==> config.mk <==
export PLATFORM = sky130hd
export DESIGN_NAME = badft_queue
export DESIGN_NICKNAME = d
export VERILOG_FILES = /design/src/rtl/badft_pkg.sv /design/src/rtl/badft_queue.sv
export VERILOG_INCLUDE_DIRS = /design/src /design/src/rtl
export SDC_FILE = /design/constraint.sdc
export NUM_CORES = 1
export LEC_CHECK = 0
export BUFFER_PORTS_ARGS = -buffer_cell sky130_fd_sc_hd__buf_2
export CORE_ASPECT_RATIO = 1.4
export CORE_UTILIZATION = 29
export CTS_CLUSTER_SIZE = 8
export DETAILED_ROUTE_END_ITERATION = 8
export GPL_ROUTABILITY_DRIVEN = 0
export PLACE_DENSITY = 0.43
export SLEW_MARGIN = 10
export SYNTH_ARGS = -nofsm -noshare
export SYNTH_HDL_FRONTEND = slang
export SYNTH_SLANG_ARGS = --single-unit
==> constraint.sdc <==
create_clock -name clk -period 2.8 [get_ports clk]
set_clock_uncertainty 0.1 [all_clocks]
set_input_delay 0.42 -clock clk [delete_from_list [all_inputs] [get_ports clk]]
set_output_delay 0.42 -clock clk [all_outputs]
set_load 0.05 [all_outputs]
==> src/rtl/bus_address_decoder_frame_timer_core_assert.svh <==
// Assertion macros shared by the decoder modules.
`ifndef BUS_ADDRESS_DECODER_FRAME_TIMER_CORE_ASSERT_SVH
`define BUS_ADDRESS_DECODER_FRAME_TIMER_CORE_ASSERT_SVH

// Consequent must hold in the same cycle as the antecedent.
`define BADFT_ASSERT_SAME(lbl, clk, rst_n, ante, cons) \
    lbl: assert property (@(posedge clk) disable iff (!rst_n) (ante) |-> (cons)) \
        else $error("assertion failed");

// Consequent must hold in the cycle after the antecedent.
`define BADFT_ASSERT_NEXT(lbl, clk, rst_n, ante, cons) \
    lbl: assert property (@(posedge clk) disable iff (!rst_n) (ante) |=> (cons)) \
        else $error("assertion failed");

`endif

==> src/rtl/badft_pkg.sv <==
`default_nettype none

package badft_pkg;

    // Sizing of the memory and the video register window.
    localparam int MEM_DEPTH  = 65536;
    localparam int RAM_BYTES  = 8192;
    localparam int VIDEO_REGS = 8;

    localparam int ADDR_W = 16;
    localparam int DATA_W = 8;
    localparam int IDX_W  = 3;
    localparam int CFG_W  = 16;
    localparam int CFG_AW = 2;

    localparam int MEM_AW = (MEM_DEPTH > 1) ? $clog2(MEM_DEPTH) : 1;

    // The bus address is folded onto the memory by a reciprocal multiply.
    // The quotient of a 16-bit address by the depth is small.
    localparam int MEM_QMAX = 65535 / MEM_DEPTH;
    localparam int MEM_QW   = (MEM_QMAX > 0) ? $clog2(MEM_QMAX + 1) : 1;
    localparam longint unsigned MEM_RECIP =
        ((64'd1 << 32) + 64'(MEM_DEPTH) - 64'd1) / 64'(MEM_DEPTH);
    localparam int MEM_RECIP_W = $clog2(MEM_RECIP + 1);
    localparam int MEM_PROD_W  = ADDR_W + MEM_RECIP_W;
    localparam logic [ADDR_W:0] MEM_DEPTH_C = (ADDR_W + 1)'(MEM_DEPTH);

    // Fixed port addresses.
    localparam logic [ADDR_W-1:0] IO_BASE       = 16'h4000;
    localparam logic [ADDR_W-1:0] KEYPAD_PORT0  = IO_BASE + 16'h0016;
    localparam logic [ADDR_W-1:0] KEYPAD_PORT1  = IO_BASE + 16'h0017;
    localparam logic [ADDR_W-1:0] SERIAL_STATUS = IO_BASE + 16'h0018;
    localparam logic [ADDR_W-1:0] SERIAL_DATA   = IO_BASE + 16'h0019;
    localparam logic [ADDR_W-1:0] RAM2_BASE     = 16'h6000;
    localparam logic [ADDR_W:0]   RAM1_END      = (ADDR_W + 1)'(RAM_BYTES);
    localparam logic [ADDR_W:0]   RAM2_END      = (ADDR_W + 1)'(32'h6000 + RAM_BYTES);

    // Reset values of the configuration registers.
    localparam logic [CFG_W-1:0] FRAME_PERIOD_RST = 16'd29780;
    localparam logic [CFG_W-1:0] VBLANK_START_RST = CFG_W'(29780 - 340 * 21 / 3);
    localparam logic [CFG_W-1:0] VIDEO_BASE_RST   = 16'h2000;
    localparam logic [CFG_W-1:0] VIDEO_MASK_RST   = 16'hE000;

    // Depth of the queue between decode and execute.
    localparam int QUEUE_DEPTH = 4;
    localparam int QUEUE_AW    = $clog2(QUEUE_DEPTH);

    typedef enum logic [1:0] {
        CMD_READ  = 2'd0,
        CMD_WRITE = 2'd1,
        CMD_LOAD  = 2'd2,
        CMD_NONE  = 2'd3
    } cmd_t;

    typedef enum logic [2:0] {
        TGT_MEMORY  = 3'd0,
        TGT_VIDEO   = 3'd1,
        TGT_KEYPAD  = 3'd2,
        TGT_SSTATUS = 3'd3,
        TGT_SDATA   = 3'd4,
        TGT_NONE    = 3'd5
    } target_t;

    typedef enum logic [CFG_AW-1:0] {
        CFG_FRAME_PERIOD = 2'd0,
        CFG_VBLANK_START = 2'd1,
        CFG_VIDEO_BASE   = 2'd2,
        CFG_VIDEO_MASK   = 2'd3
    } cfg_idx_t;

    // One decoded bus word on its way from decode to execute.
    typedef struct packed {
        target_t             target;
        logic [IDX_W-1:0]    reg_index;
        logic                forward_write;
        logic                read_notify;
        logic                vblank_begin;
        logic                vblank_end;
        logic                mem_we;
        logic                mem_re;
        logic [ADDR_W-1:0]   address;
        logic [MEM_QW-1:0]   mem_quot;
        logic [DATA_W-1:0]   write_data;
    } entry_t;

    // Remainder table for the video register index: entry x holds x mod VIDEO_REGS.
    typedef logic [IDX_W-1:0] vmod_tbl_t [128];

    function automatic vmod_tbl_t build_vmod_tbl();
        vmod_tbl_t t;
        for (int i = 0; i < 128; i++) begin
            t[i] = IDX_W'(i % VIDEO_REGS);
        end
        return t;
    endfunction

    localparam vmod_tbl_t VMOD_TBL = build_vmod_tbl();

    // Address modulo the register count, one nibble at a time from the top.
    function automatic logic [IDX_W-1:0] video_index(input logic [ADDR_W-1:0] addr);
        logic [IDX_W-1:0] r;
        r = '0;
        for (int k = 3; k >= 0; k--) begin
            r = VMOD_TBL[{r, addr[4*k +: 4]}];
        end
        return r;
    endfunction

endpackage

`default_nettype wire

==> src/rtl/badft_queue.sv <==
`default_nettype none

module badft_queue (
    input  wire logic               clk,
    input  wire logic               rst_n,
    input  wire logic               push,
    input  wire badft_pkg::entry_t  push_entry,
    output logic                    full,
    input  wire logic               pop,
    output badft_pkg::entry_t       head,
    output logic                    empty
);

    `include "bus_address_decoder_frame_timer_core_assert.svh"

    badft_pkg::entry_t                  slot_reg [badft_pkg::QUEUE_DEPTH];
    logic [badft_pkg::QUEUE_AW-1:0]     wr_ptr_reg;
    logic [badft_pkg::QUEUE_AW-1:0]     wr_ptr_next;
    logic [badft_pkg::QUEUE_AW-1:0]     rd_ptr_reg;
    logic [badft_pkg::QUEUE_AW-1:0]     rd_ptr_next;
    logic [badft_pkg::QUEUE_AW:0]       count_reg;
    logic [badft_pkg::QUEUE_AW:0]       count_next;

    assign full  = count_reg == (badft_pkg::QUEUE_AW + 1)'(badft_pkg::QUEUE_DEPTH);
    assign empty = count_reg == '0;
    assign head  = slot_reg[rd_ptr_reg];

    // Pointer and fill count update.
    always_comb
    begin
        wr_ptr_next = push ? wr_ptr_reg + 1'b1 : wr_ptr_reg;
        rd_ptr_next = pop  ? rd_ptr_reg + 1'b1 : rd_ptr_reg;
        count_next  = count_reg + (badft_pkg::QUEUE_AW + 1)'(push)
                                - (badft_pkg::QUEUE_AW + 1)'(pop);
    end

    always_ff @(posedge clk or negedge rst_n)
    begin
        if (!rst_n)
        begin
            wr_ptr_reg <= '0;
            rd_ptr_reg <= '0;
            count_reg  <= '0;
        end
        else
        begin
            wr_ptr_reg <= wr_ptr_next;
            rd_ptr_reg <= rd_ptr_next;
            count_reg  <= count_next;
        end
    end

    // Entry storage.
    always_ff @(posedge clk)
    begin
        if (push)
        begin
            slot_reg[wr_ptr_reg] <= push_entry;
        end
    end

    `BADFT_ASSERT_SAME(a_no_overflow, clk, rst_n, push, !full)
    `BADFT_ASSERT_SAME(a_no_underflow, clk, rst_n, pop, !empty)

endmodule

`default_nettype wire

==> reports/results.md <==
| Group | Result | This run |
| --- | --- | --- |
| critical path | Critical path required time | 2.28 ns |
| drt | Vias per cell | 4.35 |
| floorplanning | Floorplan die area | 20300 um2 |
| clocking | Number of clock buffers inserted by TritonCTS | 17 |
| job | Maxcap violations | 0 |
| timing | Final period utilization | 92.1% |
| drt | Wire per inst | 18.5 um |
| grt | First-pass GRT wire length | 16.6 mm |
| clocking | Post-CTS Hold Fix Bufs | 1 |
| cells and area | Area delta synth->final | 25.5% |
| synth | Post-Synthesis Mean Instance Area | 25.2 um2 |
| floorplanning | Starting density of the core | 29.6% |
| clocking | Number of buffers inserted to repair setup after CTS | 0 |
| grt | GR Overflow Total | 0 |
| critical path | Slowest cell on crit path | sky130_fd_sc_hd__dfrtp_4 |
| power | Power density over the cells | 1230 nW/um2 |
| timing | Worst hold margin | 0.122 ns |
| cells and area | Core occupancy in the finished layout | 37.2% |
| cells and area | # nets final | 377 |
| synth | Total of warnings raised by yosys | 0 |
| timing | Setup Total Neg Slack | 0 ns |
| clocking | CTS tree | done |
| drt | Number of detailed-route iterations in the first pass | 4 |
| synth | Sequential share of the synthesized area | 80.8% |
| timing | Worst-case setup margin in the final layout | 0.222 ns |
| clocking | Number of gates resized after cts | 0 |
| grt | Antenna violations before repair | 0 |
| drt | Final routed DRC violation total | 0 |
| grt | Maximum number of pins on one net before global-route repair | 22 |
| power | Leak pwr | 0.00250 uW |
| synth | Cell taking the most area after synthesis | sky130_fd_sc_hd__edfxtp_1 |
| floorplanning | Core area | 19300 um2 |
| synth | Share of Yosys cell area claimed by the top area cell type | 77.7% |
| timing | Slew Limit Fails | 0 |
| timing | Final-report setup violation count | 0 |
| floorplanning | Chip Width | 121 um |
| critical path | Number of buffers and inverters on the critical path | 2 |
| critical path | Crit path launch type | flip-flop |
| timing | Transition time at the pin with the least slew margin | 0.522 ns |
| status | Outcome | completed |
| drt | Antenna Violating Nets Remaining | 0 |
| placement | Post-placement worst setup slack | 0.596 ns |
| clocking | Clock network latency to the later pin of the worst-skew pair | 0.41 ns |
| critical path | Number of logic stages on the critical path including buffering | 3 |
| critical path | Critical Path End Type | output pin |
| cells and area | Fraction of final layout cells with drive strength greater than 1 | 48.0% |
| synth | Distinct cell type count after synthesis | 17 |
| cells and area | Number of flip-flops under the largest register name | 148 |
| critical path | Highest fanout seen on the critical path | 17 |
| power | Peak supply drop | 0.563 mV |
| synth | Gate Count Post-Synth | 227 |
| grt | Global router's overall resource usage | 11.5% |
| worst hold path | Min-delay src | push_entry[8] |
| drt | Wire length after detailed routing | 10.9 mm |
| critical path | Number of cells on the worst reg-to-reg path | 4 |
| placement | Post-detail-place hpwl | 7.07 mm |
| timing | Clock period minus worst slack | 2.58 ns |
| critical path | Reg2Reg Launch Point | wr_ptr_reg[0]$_DFFE_PN0P_ |
| critical path | Largest stage delay on the critical path | 0.67 ns |
| timing | Number of hold-slack violations in the final timing report | 0 |
| drt | Starting DRT DRC Count | 108 |
| power | Post-route total power | 8840 uW |
| synth | Number of nets in the synthesized netlist | 275 |
| floorplanning | Number of placement rows | 60 |
| critical path | Path type of the worst setup path | flip-flop to output pin |
| timing | Max transition margin | 65.2% |
| critical path | Beginning of the critical path | rd_ptr_reg[0]$_DFFE_PN0P_ |
| floorplanning | # IOs | 80 |
| critical path | Worst path cell trace | buf_12 -> mux4_2 -> buf_2 |
| clocking | Clk sink count | 155 |
| timing | Unrepaired setup endpoints after global routing | false |
| critical path | Cell family with most CP delay | flip-flops |
| clocking | Depth of the CTS H-tree | 4 |
| placement | PortBufs | 79 |
| clocking | Register clock-pin slew on the reported worst setup and hold paths | 0.06 ns |
| grt | Vias in the first global route | 2880 |
| synth | Netlist area before placement | 5720 um2 |
| drt | Overall via count from detail_route | 2569 |
| synth | Largest cells by area after synthesis | sky130_fd_sc_hd__edfxtp_1 (78%), sky130_fd_sc_hd__mux4_2 (15%), sky130_fd_sc_hd__dfrtp_1 (3.1%), sky130_fd_sc_hd__ha_1 (1.3%), sky130_fd_sc_hd__xor2_1 (0.46%) |
| clocking | CTS max path bufs | 2 |
| critical path | Worst path arrival time | 2.06 ns |
| worst hold path | Min-delay worst type | input port to flip-flop |
| timing | Fmax achieved | 0.388 GHz |
| synth | Flip-flop and latch count after synthesis | 155 |
| floorplanning | Vertical extent of the die | 168 um |
| worst hold path | Hold Path Stages | 1 |
| clocking | Master cell of the clock root buffer | sky130_fd_sc_hd__clkbuf_16 |
## layout make-up
class	count	area (um2)
well taps	248	310
multi-input cells	58	1030
inverters	6	22.5
clock buffers	18	429
clock inverters	14	185
flip-flops and latches	155	4620
diodes	1	2.50
repair buffers	91	576
fillers	1782	12100
## cells by family (layout without fill, tap and decap cells)
group	Yosys count	in the layout	share of synthesized area (%)
flip-flops	155	155	80.8
multiplexers	37	37	14.6
buffers and inverters	14	129	1.38
AND/OR/NAND/NOR	8	8	0.766
adder cells (fa/ha/maj)	7	7	1.66
XOR/XNOR	5	5	0.766
AO/OA/AOI/OAI	1	1	0.0874
other	0	1	0
## cell usage after synthesis (all sizes together)
| cell type | count |
|---|---|
| edfxtp | 148 |
| mux4 | 37 |
| buf | 7 |
| dfrtp | 7 |
| ha | 6 |
| inv | 6 |
| and2 | 4 |
| xor2 | 3 |
| nand2 | 2 |
| xnor2 | 2 |
| and3 | 1 |
| clkbuf | 1 |
| fa | 1 |
| nor3 | 1 |
| o21ai | 1 |
## per-layer routing
| metal | vias to the layer above | global-route usage (%) | part of all wire (%) | wire [um] |
|---|---|---|---|---|
| met1 | 1350 | 13.0 | 40 | 4410 |
| met2 | 51 | 20.5 | 55 | 6020 |
| met4 | 0 | 3.86 | 0.99 | 108 |
| met3 | 6 | 3.35 | 3.4 | 376 |
| met5 | - | 0 | 0 | 0 |
| li1 | 1162 | - | - | - |
## placed cells by master (no fill, tap or decap), drive strengths merged, types with 3 or more instances in the layout
cell type	n
ha	6
dfrtp	7
bufinv	3
buf	90
inv	12
xor2	3
and2	4
clkbuf	18
clkinv	3
mux4	37
edfxtp	148
## report_power, final
part | switching, uW | internal, uW | total, uW
clock | 929 | 1430 | 2360
combinational | 2150 | 1060 | 3210
sequential | 225 | 3050 | 3270
## per-stage QoR
step / area, um2 / cells
final: 7180 / 591
after global placement: 6550 / 557
after CTS: 7170 / 590
after detailed placement: 6550 / 557
after floorplan: 5720 / 227
after global routing: 7170 / 590
## path summary, 6_finish.rpt
kind	slack [ns]	end
worst max-delay path	0.22	head[1]
worst min-delay path	0.12	slot_reg[3][8]$_DFFE_PP_
worst max register to register	0.99	slot_reg[2][2]$_DFFE_PP_
worst min register to register	0.42	wr_ptr_reg[0]$_DFFE_PN0P_
max in group asynchronous	2.13	rd_ptr_reg[0]$_DFFE_PN0P_
min in group asynchronous	0.28	count_reg[0]$_DFF_PN0_
Note: power is estimated with default switching activity, not from simulation.
