`config.mk`:
```
export PLATFORM = sky130hd
export DESIGN_NAME = badft_front
export DESIGN_NICKNAME = d
export VERILOG_FILES = /design/src/rtl/badft_pkg.sv /design/src/rtl/badft_front.sv
export VERILOG_INCLUDE_DIRS = /design/src /design/src/rtl
export SDC_FILE = /design/constraint.sdc
export NUM_CORES = 1
export LEC_CHECK = 0
export ABC_AREA = 0
export BUFFER_PORTS_ARGS = -buffer_cell sky130_fd_sc_hd__buf_2
export CAP_MARGIN = 0
export CORE_MARGIN = 4
export CORE_UTILIZATION = 55
export DETAILED_ROUTE_END_ITERATION = 10
export PLACE_DENSITY_LB_ADDON = 0.3
export SYNTH_ARGS = -nofsm -noshare
export SYNTH_HDL_FRONTEND = slang
export SYNTH_SLANG_ARGS = --single-unit
```
`constraint.sdc`:
```
create_clock -name clk -period 3.7 [get_ports clk]
set_input_delay 0.185 -clock clk [delete_from_list [all_inputs] [get_ports clk]]
set_output_delay 0.185 -clock clk [all_outputs]
set_load 0.01 [all_outputs]
```
`src/rtl/bus_address_decoder_frame_timer_core_assert.svh`:
```
// Assertion macros shared by the decoder modules.
`ifndef BUS_ADDRESS_DECODER_FRAME_TIMER_CORE_ASSERT_SVH
`define BUS_ADDRESS_DECODER_FRAME_TIMER_CORE_ASSERT_SVH

// Consequent must hold in the same cycle as the antecedent.
`define BADFT_ASSERT_SAME(lbl, clk, rst_n, ante, cons) \
    lbl: assert property (@(posedge clk) disable iff (!rst_n) (ante) |-> (cons)) \
        else $error("assertion failed");

// Consequent must hold in the cycle after the antecedent.
`define BADFT_ASSERT_NEXT(lbl, clk, rst_n, ante, cons) \
    lbl: assert property (@(posedge clk) disable iff (!rst_n) (ante) |=> (cons)) \
        else $error("assertion failed");

`endif

```
`src/rtl/badft_pkg.sv`:
```
`default_nettype none

package badft_pkg;

    // Sizing of the memory and the video register window.
    localparam int MEM_DEPTH  = 65536;
    localparam int RAM_BYTES  = 8192;
    localparam int VIDEO_REGS = 8;

    localparam int ADDR_W = 16;
    localparam int DATA_W = 8;
    localparam int IDX_W  = 3;
    localparam int CFG_W  = 16;
    localparam int CFG_AW = 2;

    localparam int MEM_AW = (MEM_DEPTH > 1) ? $clog2(MEM_DEPTH) : 1;

    // The bus address is folded onto the memory by a reciprocal multiply.
    // The quotient of a 16-bit address by the depth is small.
    localparam int MEM_QMAX = 65535 / MEM_DEPTH;
    localparam int MEM_QW   = (MEM_QMAX > 0) ? $clog2(MEM_QMAX + 1) : 1;
    localparam longint unsigned MEM_RECIP =
        ((64'd1 << 32) + 64'(MEM_DEPTH) - 64'd1) / 64'(MEM_DEPTH);
    localparam int MEM_RECIP_W = $clog2(MEM_RECIP + 1);
    localparam int MEM_PROD_W  = ADDR_W + MEM_RECIP_W;
    localparam logic [ADDR_W:0] MEM_DEPTH_C = (ADDR_W + 1)'(MEM_DEPTH);

    // Fixed port addresses.
    localparam logic [ADDR_W-1:0] IO_BASE       = 16'h4000;
    localparam logic [ADDR_W-1:0] KEYPAD_PORT0  = IO_BASE + 16'h0016;
    localparam logic [ADDR_W-1:0] KEYPAD_PORT1  = IO_BASE + 16'h0017;
    localparam logic [ADDR_W-1:0] SERIAL_STATUS = IO_BASE + 16'h0018;
    localparam logic [ADDR_W-1:0] SERIAL_DATA   = IO_BASE + 16'h0019;
    localparam logic [ADDR_W-1:0] RAM2_BASE     = 16'h6000;
    localparam logic [ADDR_W:0]   RAM1_END      = (ADDR_W + 1)'(RAM_BYTES);
    localparam logic [ADDR_W:0]   RAM2_END      = (ADDR_W + 1)'(32'h6000 + RAM_BYTES);

    // Reset values of the configuration registers.
    localparam logic [CFG_W-1:0] FRAME_PERIOD_RST = 16'd29780;
    localparam logic [CFG_W-1:0] VBLANK_START_RST = CFG_W'(29780 - 340 * 21 / 3);
    localparam logic [CFG_W-1:0] VIDEO_BASE_RST   = 16'h2000;
    localparam logic [CFG_W-1:0] VIDEO_MASK_RST   = 16'hE000;

    // Depth of the queue between decode and execute.
    localparam int QUEUE_DEPTH = 4;
    localparam int QUEUE_AW    = $clog2(QUEUE_DEPTH);

    typedef enum logic [1:0] {
        CMD_READ  = 2'd0,
        CMD_WRITE = 2'd1,
        CMD_LOAD  = 2'd2,
        CMD_NONE  = 2'd3
    } cmd_t;

    typedef enum logic [2:0] {
        TGT_MEMORY  = 3'd0,
        TGT_VIDEO   = 3'd1,
        TGT_KEYPAD  = 3'd2,
        TGT_SSTATUS = 3'd3,
        TGT_SDATA   = 3'd4,
        TGT_NONE    = 3'd5
    } target_t;

    typedef enum logic [CFG_AW-1:0] {
        CFG_FRAME_PERIOD = 2'd0,
        CFG_VBLANK_START = 2'd1,
        CFG_VIDEO_BASE   = 2'd2,
        CFG_VIDEO_MASK   = 2'd3
    } cfg_idx_t;

    // One decoded bus word on its way from decode to execute.
    typedef struct packed {
        target_t             target;
        logic [IDX_W-1:0]    reg_index;
        logic                forward_write;
        logic                read_notify;
        logic                vblank_begin;
        logic                vblank_end;
        logic                mem_we;
        logic                mem_re;
        logic [ADDR_W-1:0]   address;
        logic [MEM_QW-1:0]   mem_quot;
        logic [DATA_W-1:0]   write_data;
    } entry_t;

    // Remainder table for the video register index: entry x holds x mod VIDEO_REGS.
    typedef logic [IDX_W-1:0] vmod_tbl_t [128];

    function automatic vmod_tbl_t build_vmod_tbl();
        vmod_tbl_t t;
        for (int i = 0; i < 128; i++) begin
            t[i] = IDX_W'(i % VIDEO_REGS);
        end
        return t;
    endfunction

    localparam vmod_tbl_t VMOD_TBL = build_vmod_tbl();

    // Address modulo the register count, one nibble at a time from the top.
    function automatic logic [IDX_W-1:0] video_index(input logic [ADDR_W-1:0] addr);
        logic [IDX_W-1:0] r;
        r = '0;
        for (int k = 3; k >= 0; k--) begin
            r = VMOD_TBL[{r, addr[4*k +: 4]}];
        end
        return r;
    endfunction

endpackage

`default_nettype wire

```
`src/rtl/badft_front.sv`:
```
`default_nettype none

module badft_front (
    input  wire logic                               clk,
    input  wire logic                               rst_n,
    input  wire logic                               in_valid,
    output logic                                    in_ready,
    input  wire logic [1:0]                         command,
    input  wire logic [badft_pkg::ADDR_W-1:0]       address,
    input  wire logic [badft_pkg::DATA_W-1:0]       write_data,
    input  wire logic                               cfg_valid,
    output logic                                    cfg_ready,
    input  wire logic [badft_pkg::CFG_AW-1:0]       cfg_index,
    input  wire logic [badft_pkg::CFG_W-1:0]        cfg_data,
    input  wire logic                               queue_full,
    output logic                                    push,
    output badft_pkg::entry_t                       push_entry
);

    `include "bus_address_decoder_frame_timer_core_assert.svh"

    logic [badft_pkg::CFG_W-1:0]  frame_period_reg;
    logic [badft_pkg::CFG_W-1:0]  vblank_start_reg;
    logic [badft_pkg::CFG_W-1:0]  video_base_reg;
    logic [badft_pkg::CFG_W-1:0]  video_mask_reg;
    logic [badft_pkg::CFG_W-1:0]  frame_count_reg;
    logic [badft_pkg::CFG_W-1:0]  frame_count_next;
    logic [badft_pkg::CFG_W-1:0]  count_inc;
    logic                         bus_cycle;
    logic                         hit_video;
    logic                         hit_keypad;
    logic                         hit_ram;
    logic [badft_pkg::IDX_W-1:0]  vidx;
    logic [badft_pkg::MEM_PROD_W-1:0] quot_prod;
    badft_pkg::cmd_t              cmd;

    assign cmd       = badft_pkg::cmd_t'(command);
    assign in_ready  = !queue_full;
    assign push      = in_valid && !queue_full;
    assign cfg_ready = 1'b1;

    // Configuration registers.
    always_ff @(posedge clk or negedge rst_n)
    begin
        if (!rst_n)
        begin
            frame_period_reg <= badft_pkg::FRAME_PERIOD_RST;
            vblank_start_reg <= badft_pkg::VBLANK_START_RST;
            video_base_reg   <= badft_pkg::VIDEO_BASE_RST;
            video_mask_reg   <= badft_pkg::VIDEO_MASK_RST;
        end
        else if (cfg_valid)
        begin
            unique case (badft_pkg::cfg_idx_t'(cfg_index))
                badft_pkg::CFG_FRAME_PERIOD: frame_period_reg <= cfg_data;
                badft_pkg::CFG_VBLANK_START: vblank_start_reg <= cfg_data;
                badft_pkg::CFG_VIDEO_BASE:   video_base_reg   <= cfg_data;
                badft_pkg::CFG_VIDEO_MASK:   video_mask_reg   <= cfg_data;
                default:                     frame_period_reg <= frame_period_reg;
            endcase
        end
    end

    // Address classification.
    assign hit_video  = (address & video_mask_reg) == video_base_reg;
    assign hit_keypad = (address == badft_pkg::KEYPAD_PORT0) ||
                        (address == badft_pkg::KEYPAD_PORT1);
    assign hit_ram    = ({1'b0, address} < badft_pkg::RAM1_END) ||
                        ((address >= badft_pkg::RAM2_BASE) &&
                         ({1'b0, address} < badft_pkg::RAM2_END));
    assign vidx       = badft_pkg::video_index(address);

    // Quotient of the address by the memory depth; the remainder is taken in execute.
    assign quot_prod = badft_pkg::MEM_PROD_W'(address) *
                       badft_pkg::MEM_PROD_W'(badft_pkg::MEM_RECIP);

    // Frame counter advances once per bus read or write.
    assign bus_cycle = push && ((cmd == badft_pkg::CMD_READ) || (cmd == badft_pkg::CMD_WRITE));
    assign count_inc = frame_count_reg + badft_pkg::CFG_W'(1);

    always_comb
    begin
        frame_count_next = frame_count_reg;
        if (bus_cycle)
        begin
            frame_count_next = (count_inc == frame_period_reg) ? '0 : count_inc;
        end
    end

    always_ff @(posedge clk or negedge rst_n)
    begin
        if (!rst_n)
        begin
            frame_count_reg <= '0;
        end
        else
        begin
            frame_count_reg <= frame_count_next;
        end
    end

    // Decode of one bus word into a queue entry.
    always_comb
    begin
        push_entry               = '0;
        push_entry.target        = badft_pkg::TGT_NONE;
        push_entry.address       = address;
        push_entry.write_data    = write_data;
        push_entry.mem_quot      = quot_prod[32 +: badft_pkg::MEM_QW];
        push_entry.vblank_begin  = bus_cycle && (count_inc == vblank_start_reg);
        push_entry.vblank_end    = bus_cycle && (count_inc == frame_period_reg);
        unique case (cmd)
            badft_pkg::CMD_READ:
            begin
                priority if (hit_video)
                begin
                    push_entry.target      = badft_pkg::TGT_VIDEO;
                    push_entry.reg_index   = vidx;
                    push_entry.read_notify = vidx != '0;
                end
                else if (hit_keypad)
                begin
                    push_entry.target    = badft_pkg::TGT_KEYPAD;
                    push_entry.reg_index = badft_pkg::IDX_W'(address[0]);
                end
                else if (address == badft_pkg::SERIAL_STATUS)
                begin
                    push_entry.target = badft_pkg::TGT_SSTATUS;
                end
                else if (address == badft_pkg::SERIAL_DATA)
                begin
                    push_entry.target = badft_pkg::TGT_SDATA;
                end
                else
                begin
                    push_entry.target = badft_pkg::TGT_MEMORY;
                    push_entry.mem_re = 1'b1;
                end
            end
            badft_pkg::CMD_WRITE:
            begin
                priority if (hit_video)
                begin
                    push_entry.target        = badft_pkg::TGT_VIDEO;
                    push_entry.reg_index     = vidx;
                    push_entry.forward_write = 1'b1;
                end
                else if (hit_keypad)
                begin
                    push_entry.target        = badft_pkg::TGT_KEYPAD;
                    push_entry.reg_index     = badft_pkg::IDX_W'(address[0]);
                    push_entry.forward_write = 1'b1;
                end
                else if (hit_ram)
                begin
                    push_entry.target = badft_pkg::TGT_MEMORY;
                    push_entry.mem_we = 1'b1;
                end
                else if (address == badft_pkg::SERIAL_DATA)
                begin
                    push_entry.target        = badft_pkg::TGT_SDATA;
                    push_entry.forward_write = 1'b1;
                end
                else
                begin
                    push_entry.target = badft_pkg::TGT_NONE;
                end
            end
            badft_pkg::CMD_LOAD:
            begin
                push_entry.mem_we = 1'b1;
            end
            default:
            begin
                push_entry.target = badft_pkg::TGT_NONE;
            end
        endcase
    end

    // The end-of-frame flag always comes with a counter back at zero.
    `BADFT_ASSERT_NEXT(a_frame_wrap, clk, rst_n, push && push_entry.vblank_end,
        frame_count_reg == '0)
    // Image loads and idle cycles leave the counter alone.
    `BADFT_ASSERT_NEXT(a_count_hold, clk, rst_n, !bus_cycle, $stable(frame_count_reg))

endmodule

`default_nettype wire

```
==> results of run 1 <==
-- layout by cell type (no fill, tap or decap), types with 3 or more instances in the layout --
cell,n
buf_2,69
mux2_2,65
dfrtp_1,63
nor2_1,30
nand2_1,27
xor2_1,26
xnor2_1,26
o21ai_0,23
nand3_1,22
dfstp_2,17
nand4_1,13
inv_1,11
a21oi_1,11
clkbuf_8,9
nor3_1,8
nor3_2,8
buf_4,8
nand2b_1,7
nor4_1,6
nor2b_1,5
and4_1,5
and2_1,5
and3_1,4
ha_1,4
inv_6,4
nor4b_1,3
or3_1,3
nor3b_1,3
a2111oi_0,3
mux2i_1,3
o22ai_1,3
o2111ai_1,3
o211ai_1,3
a31oi_1,3
nand3b_1,3
a211oi_1,3
-- worst paths after layout --
| kind | startpoint | endpoint | slack, ps | cells past startpoint |
|---|---|---|---|---|
| min in group clk | cfg_data[6] | frame_period_reg[6]$_DFFE_PN1P_ | 90 | 2 |
| max reg2reg | frame_count_reg[2]$_DFFE_PN0P_ | frame_count_reg[9]$_DFFE_PN0P_ | 730 | 8 |
| max | frame_count_reg[0]$_DFFE_PN0P_ | push_entry[27] | 350 | 9 |
| max in group asynchronous | rst_n | frame_count_reg[12]$_DFFE_PN0P_ | 3060 | 1 |
| min reg2reg | video_mask_reg[10]$_DFFE_PN0P_ | video_mask_reg[10]$_DFFE_PN0P_ | 510 | 1 |
| min | rst_n | video_mask_reg[1]$_DFFE_PN0P_ | -20 | 1 |
-- timing repair --
item,CTS,global route
setup buffers,0,0
gates resized for setup,0,1
endpoints found under the setup margin,0,1
-- stage by stage --
stage / util (%) / std cells / setup WS, ps / area, um^2
floorplan: - / 506 / 1080 / 5120
global placement: 60.0 / 638 / 726 / 5340
detailed placement: 60.0 / 638 / 666 / 5340
CTS: 62.6 / 654 / 258 / 5570
global route: 62.7 / 654 / 82.9 / 5570
finish: 62.7 / 654 / 347 / 5570
-- layout make-up --
type | instances | share of cell area, %
well taps | 108 | 2.42
multi-input cells | 362 | 49.1
flip-flops and latches | 80 | 36.3
clock buffers | 9 | 2.22
clock inverters | 7 | 1.91
inverters | 11 | 0.741
repair buffers | 77 | 7.27
-- where the power goes --
| group | internal (mW) | switching, mW |
|---|---|---|
| sequential | 1.04 | 0.124 |
| clock | 0.394 | 0.355 |
| combinational | 0.289 | 0.266 |
-- routing by layer --
metal / track usage [%] / vias to the layer above / wire length, um / share of wire [%]
met2: 37.2 / 139 / 6030 / 49
met3: 4.72 / 13 / 699 / 5.7
li1: - / 1845 / - / -
met5: 0 / - / 0 / 0
met4: 6.27 / 0 / 157 / 1.3
met1: 30.9 / 1929 / 5350 / 44
-- kinds of logic after synthesis --
| kind of cell | Yosys count | synth area share, % |
|---|---|---|
| simple gates | 167 | 19.0 |
| flops | 80 | 39.5 |
| mux | 68 | 14.9 |
| compound gates | 67 | 8.44 |
| buf+inv | 64 | 7.16 |
| xor+xnor | 54 | 9.80 |
| fa+ha+maj | 4 | 0.978 |
| other cells | 2 | 0.147 |
-- worst register-to-register path, cell delays in order (launching register included) --
cell and delay, ps:
dfrtp_1 490, nand3_1 440, or4_1 650, a21o_1 190, a311o_1 360, nor4bb_1 130, and4_1 230, buf_4 190
a211oi_1 210
==> flow_metrics.py, run 1 <==
metrics = {
    "global_route": {
        "overflow": 0,
        "first_global_vias": 3844,
        "grt_usage_pct": 22.8,
        "antenna_found_initial": 0,
        "grt_max_degree": 81,
        "grt_pass1_wl_um": 19900,
    },
    "final_layout": {
        "seq_area_um2": 2020,
        "multiInputGateArea_um2": 2740,
        "n_antenna_cell": 0,
        "layout-drive-gt1-share_pct": 35.0,
        "syn_to_final_growth_pct": 8.92,
        "nFillCells": 728,
        "finalNetCount": 594,
    },
    "critical_path": {
        "worstSetupPathType": "reg -> out",
        "cp-start-kind": "flip-flop",
        "cp_cell_sequence": "ha_1, nand4_1, or4_1, mux2i_1, nor2_1, o2111ai_1, nor4_2, and2_1, buf_2",
        "max_stage_delay_ps": 660,
        "crit_fanout": 7,
        "cp_top_family": "simple AND/OR/NAND/NOR gates",
        "critical_path_required_ps": 3510,
        "crit_slowest_cell": "or4_1",
        "critPathArrivalTime_ps": 3170,
        "critPathCaptureType": "output pin",
        "critPathBufInv": 1,
    },
    "sta": {
        "slew_violations": 0,
        "fin_crit_ps": 3350,
        "finClkSkew_ps": 8.63,
        "hold-worst-slack_ps": -21.8,
        "finalSetupViolCount": 0,
        "timing.fmax_mhz": 298,
        "relSlewSlack_pct": 32.9,
        "rsz0062_at_grt": "false",
        "period_share_pct": 90.6,
        "tightest_slew_ps": 1010,
        "finalHoldViolCount": 10,
        "tns_ps": 0,
    },
    "logic_synthesis": {
        "ys_top_cells_by_count": "mux2_2 (65), dfrtp_1 (63), nor2_1 (30), buf_4 (28), nand2_1 (27)",
        "synth_edf_count": 0,
        "yosysMostFrequentCell": "mux2_2",
        "ys_top_cells_by_area": "dfrtp_1 (31%), mux2_2 (14%), dfstp_2 (8.7%)",
        "netlist_area_um2": 5120,
        "yosys.area.top_type_share_pct": 30.8,
        "async_flop_share_pct": 100,
        "syn_avg_cell_area_um2": 10.1,
        "synth_top_cell_by_area": "dfrtp_1",
        "ys.flop_type": "dfrtp_1",
        "synth-seq-area-share_pct": 39.5,
        "synth_cells": 506,
        "ys_types": 61,
        "syn_nets": 559,
        "synth_seq_cells": 80,
        "yosysWarnings": 0,
    },
    "floorplan": {
        "ios": 89,
        "coreArea_um2": 8890,
        "rows": 34,
        "die_w_um": 104,
        "die-area_um2": 10900,
        "die_h_um": 104,
        "initial_utilization_pct": 57.6,
    },
    "placed_design": {
        "dp_hpwl_um": 9140,
        "io_buffers": 70,
        "gp_congestion": 0.944,
    },
    "pwr": {
        "irDropWorstVdd_mv": 0.321,
        "power_mw": 2.47,
        "leakagePower_nw": 2.29,
        "cellPowerDensity_nw_per_um2": 443,
    },
    "clock_tree": {
        "clock_path_buffers": 2,
        "numClockSinks": 80,
        "h-tree-depth": 3,
        "clock_latency_ps": 360,
        "cts.clk_slew.worst_paths_ps": 90,
        "root_buffer": "clkbuf_8",
        "cts_hold_buf": 0,
        "cts_tree": "done",
        "numCtsBuffers": 9,
    },
    "drt": {
        "drc_errors": 0,
        "routed-via-count": 3926,
        "first_iter_violations": 385,
        "drt-total-wl_um": 12200,
        "vias_per_cell": 6.00,
        "wire_per_inst_um": 18.7,
        "ant_nets": 0,
        "drtPass1Iterations": 5,
    },
    "status": {
        "violations": "negative hold slack",
        "status": "complete, but fails checks",
    },
    "job": {
        "drv_cap": 0,
    },
    "hold_path": {
        "holdCritPathClass": "in -> async",
    },
}
(Power assumes the default switching activity.)
==> run 2, diff against run 1 <==
- GPL_TIMING_DRIVEN: default -> 0
- clock period: 3.7 -> 3.21 ns (I/O delays scaled with it)
==> flow_metrics.py, run 2 (same netlist as run 1, synthesis figures left out) <==
metrics = {
    "status": {
        "status": "finished, final reports clean",
    },
    "critical_path": {
        "critPathArrivalTime_ps": 2920,
        "crit_start": "frame_count_reg[0]$_DFFE_PN0P_",
        "cp-start-kind": "flip-flop",
        "timing.rr.start": "frame_count_reg[0]$_DFFE_PN0P_",
        "worstSetupPathType": "reg -> out",
        "crit_fanout": 6,
        "critical_path_required_ps": 3050,
        "critPathCaptureType": "output pin",
    },
    "final_layout": {
        "n_antenna_cell": 0,
        "layout.cells.non_filler": 718,
        "layout-drive-gt1-share_pct": 40.3,
        "nFillCells": 727,
        "multiInputGateArea_um2": 2800,
        "syn_to_final_growth_pct": 17.6,
        "layout_commonest_cell": "buf_2",
        "final_cell_mix": "buf_2 (81), mux2_2 (65), dfrtp_1 (61)",
        "seq_area_um2": 2030,
        "finalNetCount": 658,
    },
    "sta": {
        "relSlewSlack_pct": 28.1,
        "fin_crit_ps": 3080,
        "finalHoldViolCount": 0,
        "worst_slack_ps": 127,
        "timing.fmax_mhz": 324,
        "tightest_slew_ps": 1080,
        "finalSetupViolCount": 0,
        "slew_violations": 0,
        "hold-worst-slack_ps": 80.7,
        "finClkSkew_ps": 11.5,
        "period_share_pct": 96.0,
    },
    "floorplan": {
        "die_h_um": 104,
        "die-area_um2": 10900,
        "die_w_um": 104,
        "initial_utilization_pct": 57.6,
        "ios": 89,
        "coreArea_um2": 8890,
        "rows": 34,
    },
    "global_route": {
        "grt_max_degree": 61,
        "antenna_found_initial": 0,
        "overflow": 0,
        "grt_usage_pct": 24.2,
        "grt_pass1_wl_um": 21000,
        "first_global_vias": 4027,
    },
    "drt": {
        "first_iter_violations": 207,
        "vias_per_cell": 5.84,
        "wire_per_inst_um": 18.4,
        "routed-via-count": 4192,
        "drc_errors": 0,
        "drt-total-wl_um": 13200,
        "drtPass1Iterations": 4,
        "ant_nets": 0,
    },
    "pwr": {
        "cellPowerDensity_nw_per_um2": 468,
        "leakagePower_nw": 2.58,
        "irDropWorstVdd_mv": 0.434,
    },
    "clock_tree": {
        "clock_latency_ps": 360,
        "root_buffer": "clkbuf_8",
        "h-tree-depth": 3,
        "cts_tree": "done",
        "cts.clk_slew.worst_paths_ps": 100,
        "clock_path_buffers": 2,
        "numCtsBuffers": 9,
        "numClockSinks": 80,
    },
    "job": {
        "drv_cap": 0,
    },
    "hold_path": {
        "hp-start": "cfg_data[2]",
        "holdCritPathClass": "in -> reg",
    },
    "placed_design": {
        "dp.cells": 693,
        "pre_cts_slack_ps": 38.7,
        "io_buffers": 78,
        "gp_congestion": 0.927,
        "dp_hpwl_um": 9990,
    },
}
run 2: cell types whose count changed in the layout (fill, tap and decap cells not counted), moves of 2 or more:
cell / delta
dfrtp_1: -2
dfrtp_2: +2
buf_6: +2
buf_4: +30
clkbuf_2: +4
nor4_4: +3
clkbuf_1: +14
buf_2: +12
nor4_1: -2
bufinv_16: -2
run 2: timing repair:
item	in CTS	in global routing
setup endpoints to repair	2	2
endpoints found under the hold margin	20	0
pin swaps	1	2
gates resized for setup	6	12
hold buffers	1	0
buffers inserted	3	6
run 2: cell type report:
| cell class | instances | area share [%] |
|---|---|---|
| Multi-Input combinational cell | 362 | 46.5 |
| Sequential cell | 80 | 33.7 |
| Timing Repair Buffer | 89 | 8.27 |
| Buffer | 52 | 5.41 |
| Clock buffer | 10 | 2.29 |
| Tap cell | 108 | 2.25 |
| Clock inverter | 6 | 0.936 |
| Inverter | 11 | 0.686 |
run 2: power by group:
group / total (mW) / switching (mW) / internal [mW]
sequential: 1.34 / 0.141 / 1.20
combinational: 0.728 / 0.341 / 0.387
clock: 0.744 / 0.423 / 0.322
total: 2.82 / 0.904 / 1.91
run 2: final timing paths:
path                       cells after the start  slack, ps                               end
max                                           11        130                    push_entry[27]
min                                            2         80     video_mask_reg[2]$_DFFE_PN0P_
max reg2reg                                   10        300   frame_count_reg[10]$_DFFE_PN0P_
min reg2reg                                    1        520     video_mask_reg[6]$_DFFE_PN0P_
max in group asynchronous                      3       2330  frame_period_reg[10]$_DFFE_PN1P_
min in group asynchronous                      2        230     video_base_reg[2]$_DFFE_PN0P_
run 2: layer usage:
layer / share of wire (%) / global-route usage [%] / wire length (um)
met1: 45 / 33.3 / 5950
met5: 0 / 0 / 0
met4: 1.3 / 7.12 / 173
met2: 49 / 40.0 / 6540
met3: 4.2 / 3.17 / 559
run 2: metrics by stage:
stage	total power, mW	TNS, ps	area, um^2	utilization [%]
2_1_floorplan	1.81	0	5120	-
3_3_place_gp	2.00	0	5640	63.5
3_5_place_dp	2.04	0	5670	63.8
4_1_cts	2.79	0	5930	66.7
5_1_grt	2.96	-80.4	6020	67.7
6_report	2.82	0	6020	67.7
run 2: worst max-delay path: stages, from the launching register on:
cell and delay, ps:
dfrtp_2 430, ha_4 190, nand4_1 200, buf_4 220, buf_4 120, or2_2 320, nor3b_1 190, a311o_1 160
nand3b_1 130, nor4_4 310, and2_1 160, buf_2 130
==> run 3, diff against run 2 <==
- CORE_ASPECT_RATIO: default -> 1.25
==> flow_metrics.py, run 3 (same netlist as run 1, synthesis figures left out) <==
metrics = {
    "status": {
        "status": "finished, final reports clean",
    },
    "placed_design": {
        "dp_hpwl_um": 9990,
        "pre_cts_slack_ps": -37.8,
        "io_buffers": 78,
        "dp.cells": 708,
        "gp_congestion": 0.875,
        "placed_area_um2": 5690,
    },
    "critical_path": {
        "timing.rr.start": "frame_count_reg[6]$_DFFE_PN0P_",
        "crit_slowest_cell": "nor4_2",
        "cp_cell_sequence": "clkbuf_1, and4_2, a21oi_1, nor4_2, a21boi_0, o2111ai_1, nor4_4, and2_1, buf_2",
        "critPathArrivalTime_ps": 2870,
        "cp_top_family": "simple AND/OR/NAND/NOR gates",
        "crit_fanout": 8,
        "worstSetupPathType": "reg -> out",
        "critPathCaptureType": "output pin",
        "critPathBufInv": 2,
        "cp-start-kind": "flip-flop",
        "max_stage_delay_ps": 430,
        "reg2reg_depth": 9,
        "reg2reg_slack_ps": 320,
        "cp.depth": 9,
        "r2r_end": "frame_count_reg[10]$_DFFE_PN0P_",
        "critical_path_required_ps": 3050,
    },
    "sta": {
        "relSlewSlack_pct": 8.55,
        "finClkSkew_ps": 8.34,
        "rsz0062_at_grt": "true",
        "period_share_pct": 94.3,
        "tns_ps": 0,
        "worst_slack_ps": 182,
        "fin_crit_ps": 3030,
        "slew_violations": 0,
        "finalSetupViolCount": 0,
        "timing.fmax_mhz": 330,
        "tightest_slew_ps": 1360,
        "hold-worst-slack_ps": 99.4,
        "finalHoldViolCount": 0,
    },
    "global_route": {
        "overflow": 0,
        "grt_usage_pct": 25.7,
        "antenna_found_initial": 0,
        "grt_max_degree": 66,
        "first_global_vias": 4288,
        "grt_pass1_wl_um": 21500,
    },
    "clock_tree": {
        "clock_path_buffers": 2,
        "cts.clk_slew.worst_paths_ps": 60,
        "h-tree-depth": 3,
        "root_buffer": "clkbuf_16",
        "numCtsBuffers": 9,
        "clock_latency_ps": 340,
        "cts_tree": "done",
        "numClockSinks": 80,
    },
    "final_layout": {
        "utilization_pct": 66.6,
        "nFillCells": 707,
        "syn_to_final_growth_pct": 18.8,
        "n_antenna_cell": 0,
        "final_cell_mix": "buf_2 (81), mux2_2 (65), dfrtp_1 (62)",
        "layout_commonest_cell": "buf_2",
        "finalNetCount": 652,
        "layout-drive-gt1-share_pct": 38.9,
        "layout.cells.non_filler": 727,
        "design_area_um2": 6080,
    },
    "hold_path": {
        "hp-start": "cfg_data[12]",
        "whs_endpoint": "video_base_reg[12]$_DFFE_PN0P_",
        "holdPathStages": 2,
        "holdCritPathClass": "in -> reg",
    },
    "pwr": {
        "irDropWorstVdd_mv": 0.405,
        "pwr-share-comb_pct": 22.8,
        "pwr-share-seq_pct": 43.7,
        "cellPowerDensity_nw_per_um2": 505,
        "leakagePower_nw": 2.59,
        "switching_share_pct": 29.1,
        "p_sw_mw": 0.893,
        "power_mw": 3.07,
        "clockPowerShare_pct": 33.5,
        "p_int_mw": 2.18,
    },
    "drt": {
        "wire_per_inst_um": 18.1,
        "routed-via-count": 4139,
        "drc_errors": 0,
        "first_iter_violations": 235,
        "drt-total-wl_um": 13200,
        "vias_per_cell": 5.69,
        "ant_nets": 0,
        "drtPass1Iterations": 5,
    },
    "floorplan": {
        "die-area_um2": 10900,
        "die_w_um": 94.3,
        "initial_utilization_pct": 56.1,
        "coreArea_um2": 9130,
        "rows": 39,
        "die_h_um": 116,
        "ios": 89,
    },
    "job": {
        "drv_cap": 0,
    },
}
==> run 3: changes by cell type in the layout (fill, tap and decap cells not counted), moves of 2 or more <==
cell       previous run  this run
clkbuf_8             10         0
clkbuf_1             14        16
clkbuf_16             0         9
buf_4                38        32
clkinv_4              0         2
clkbuf_2              4         2
inv_8                 2         0
inv_6                 3         1
==> run 3: worst reg2reg max path: stages, from the launching register on <==
cell       delay [ps]
dfrtp_1           350
buf_2             230
nand4_1           270
or4_1             640
mux2i_1           220
a2111oi_0         400
and4_1            270
buf_6             140
buf_6             180
nor2_1             80
==> run 3: worst max path at each step <==
| stage | startpoint | end | slack, ps |
|---|---|---|---|
| 2_1_floorplan | frame_count_reg[0]$_DFFE_PN0P_ | frame_count_reg[7]$_DFFE_PN0P_ | 590 |
| 3_3_place_gp | frame_count_reg[0]$_DFFE_PN0P_ | push_entry[27] | -10 |
| 3_5_place_dp | frame_count_reg[0]$_DFFE_PN0P_ | push_entry[27] | -40 |
| 4_1_cts | frame_count_reg[0]$_DFFE_PN0P_ | push_entry[27] | 10 |
| 5_1_grt | frame_count_reg[6]$_DFFE_PN0P_ | push_entry[27] | -20 |
| 6_report | frame_count_reg[12]$_DFFE_PN0P_ | push_entry[27] | 180 |
==> run 3: power by group through the flow <==
stage	registers, mW	clock network [mW]	logic (mW)
floorplan	1.31	0	0.496
global placement	1.34	0	0.655
detailed placement	1.35	0	0.682
CTS	1.34	1.04	0.698
global route	1.36	1.08	0.769
finish	1.34	1.03	0.699
==> run 3: timing repair <==
item | 4_1_cts | 5_1_grt
setup buffers | 1 | 2
hold buffers | 1 | 0
pin swaps | 2 | 2
gates cloned | 0 | 0
setup endpoints to repair | 1 | 12
endpoints found under the hold margin | 15 | 0
gates resized for setup | 4 | 8
==> run 3: cell type report <==
type	count	area, um^2	share of cell area (%)
multi-input cells	362	2790	45.8
inverters	11	41.3	0.679
well taps	123	154	2.53
plain buffers	52	323	5.31
repair buffers	83	453	7.45
clock inverters	6	68.8	1.13
clock buffers	10	229	3.77
flip-flops and latches	80	2020	33.3
==> run 3: routing by layer <==
layer	GRT usage (%)	part of all wire [%]	vias up
met2	45.1	52	129
met1	30.8	40	2000
met3	3.25	3.9	40
met5	0	0	-
met4	13.2	3.9	0
li1	-	-	1970
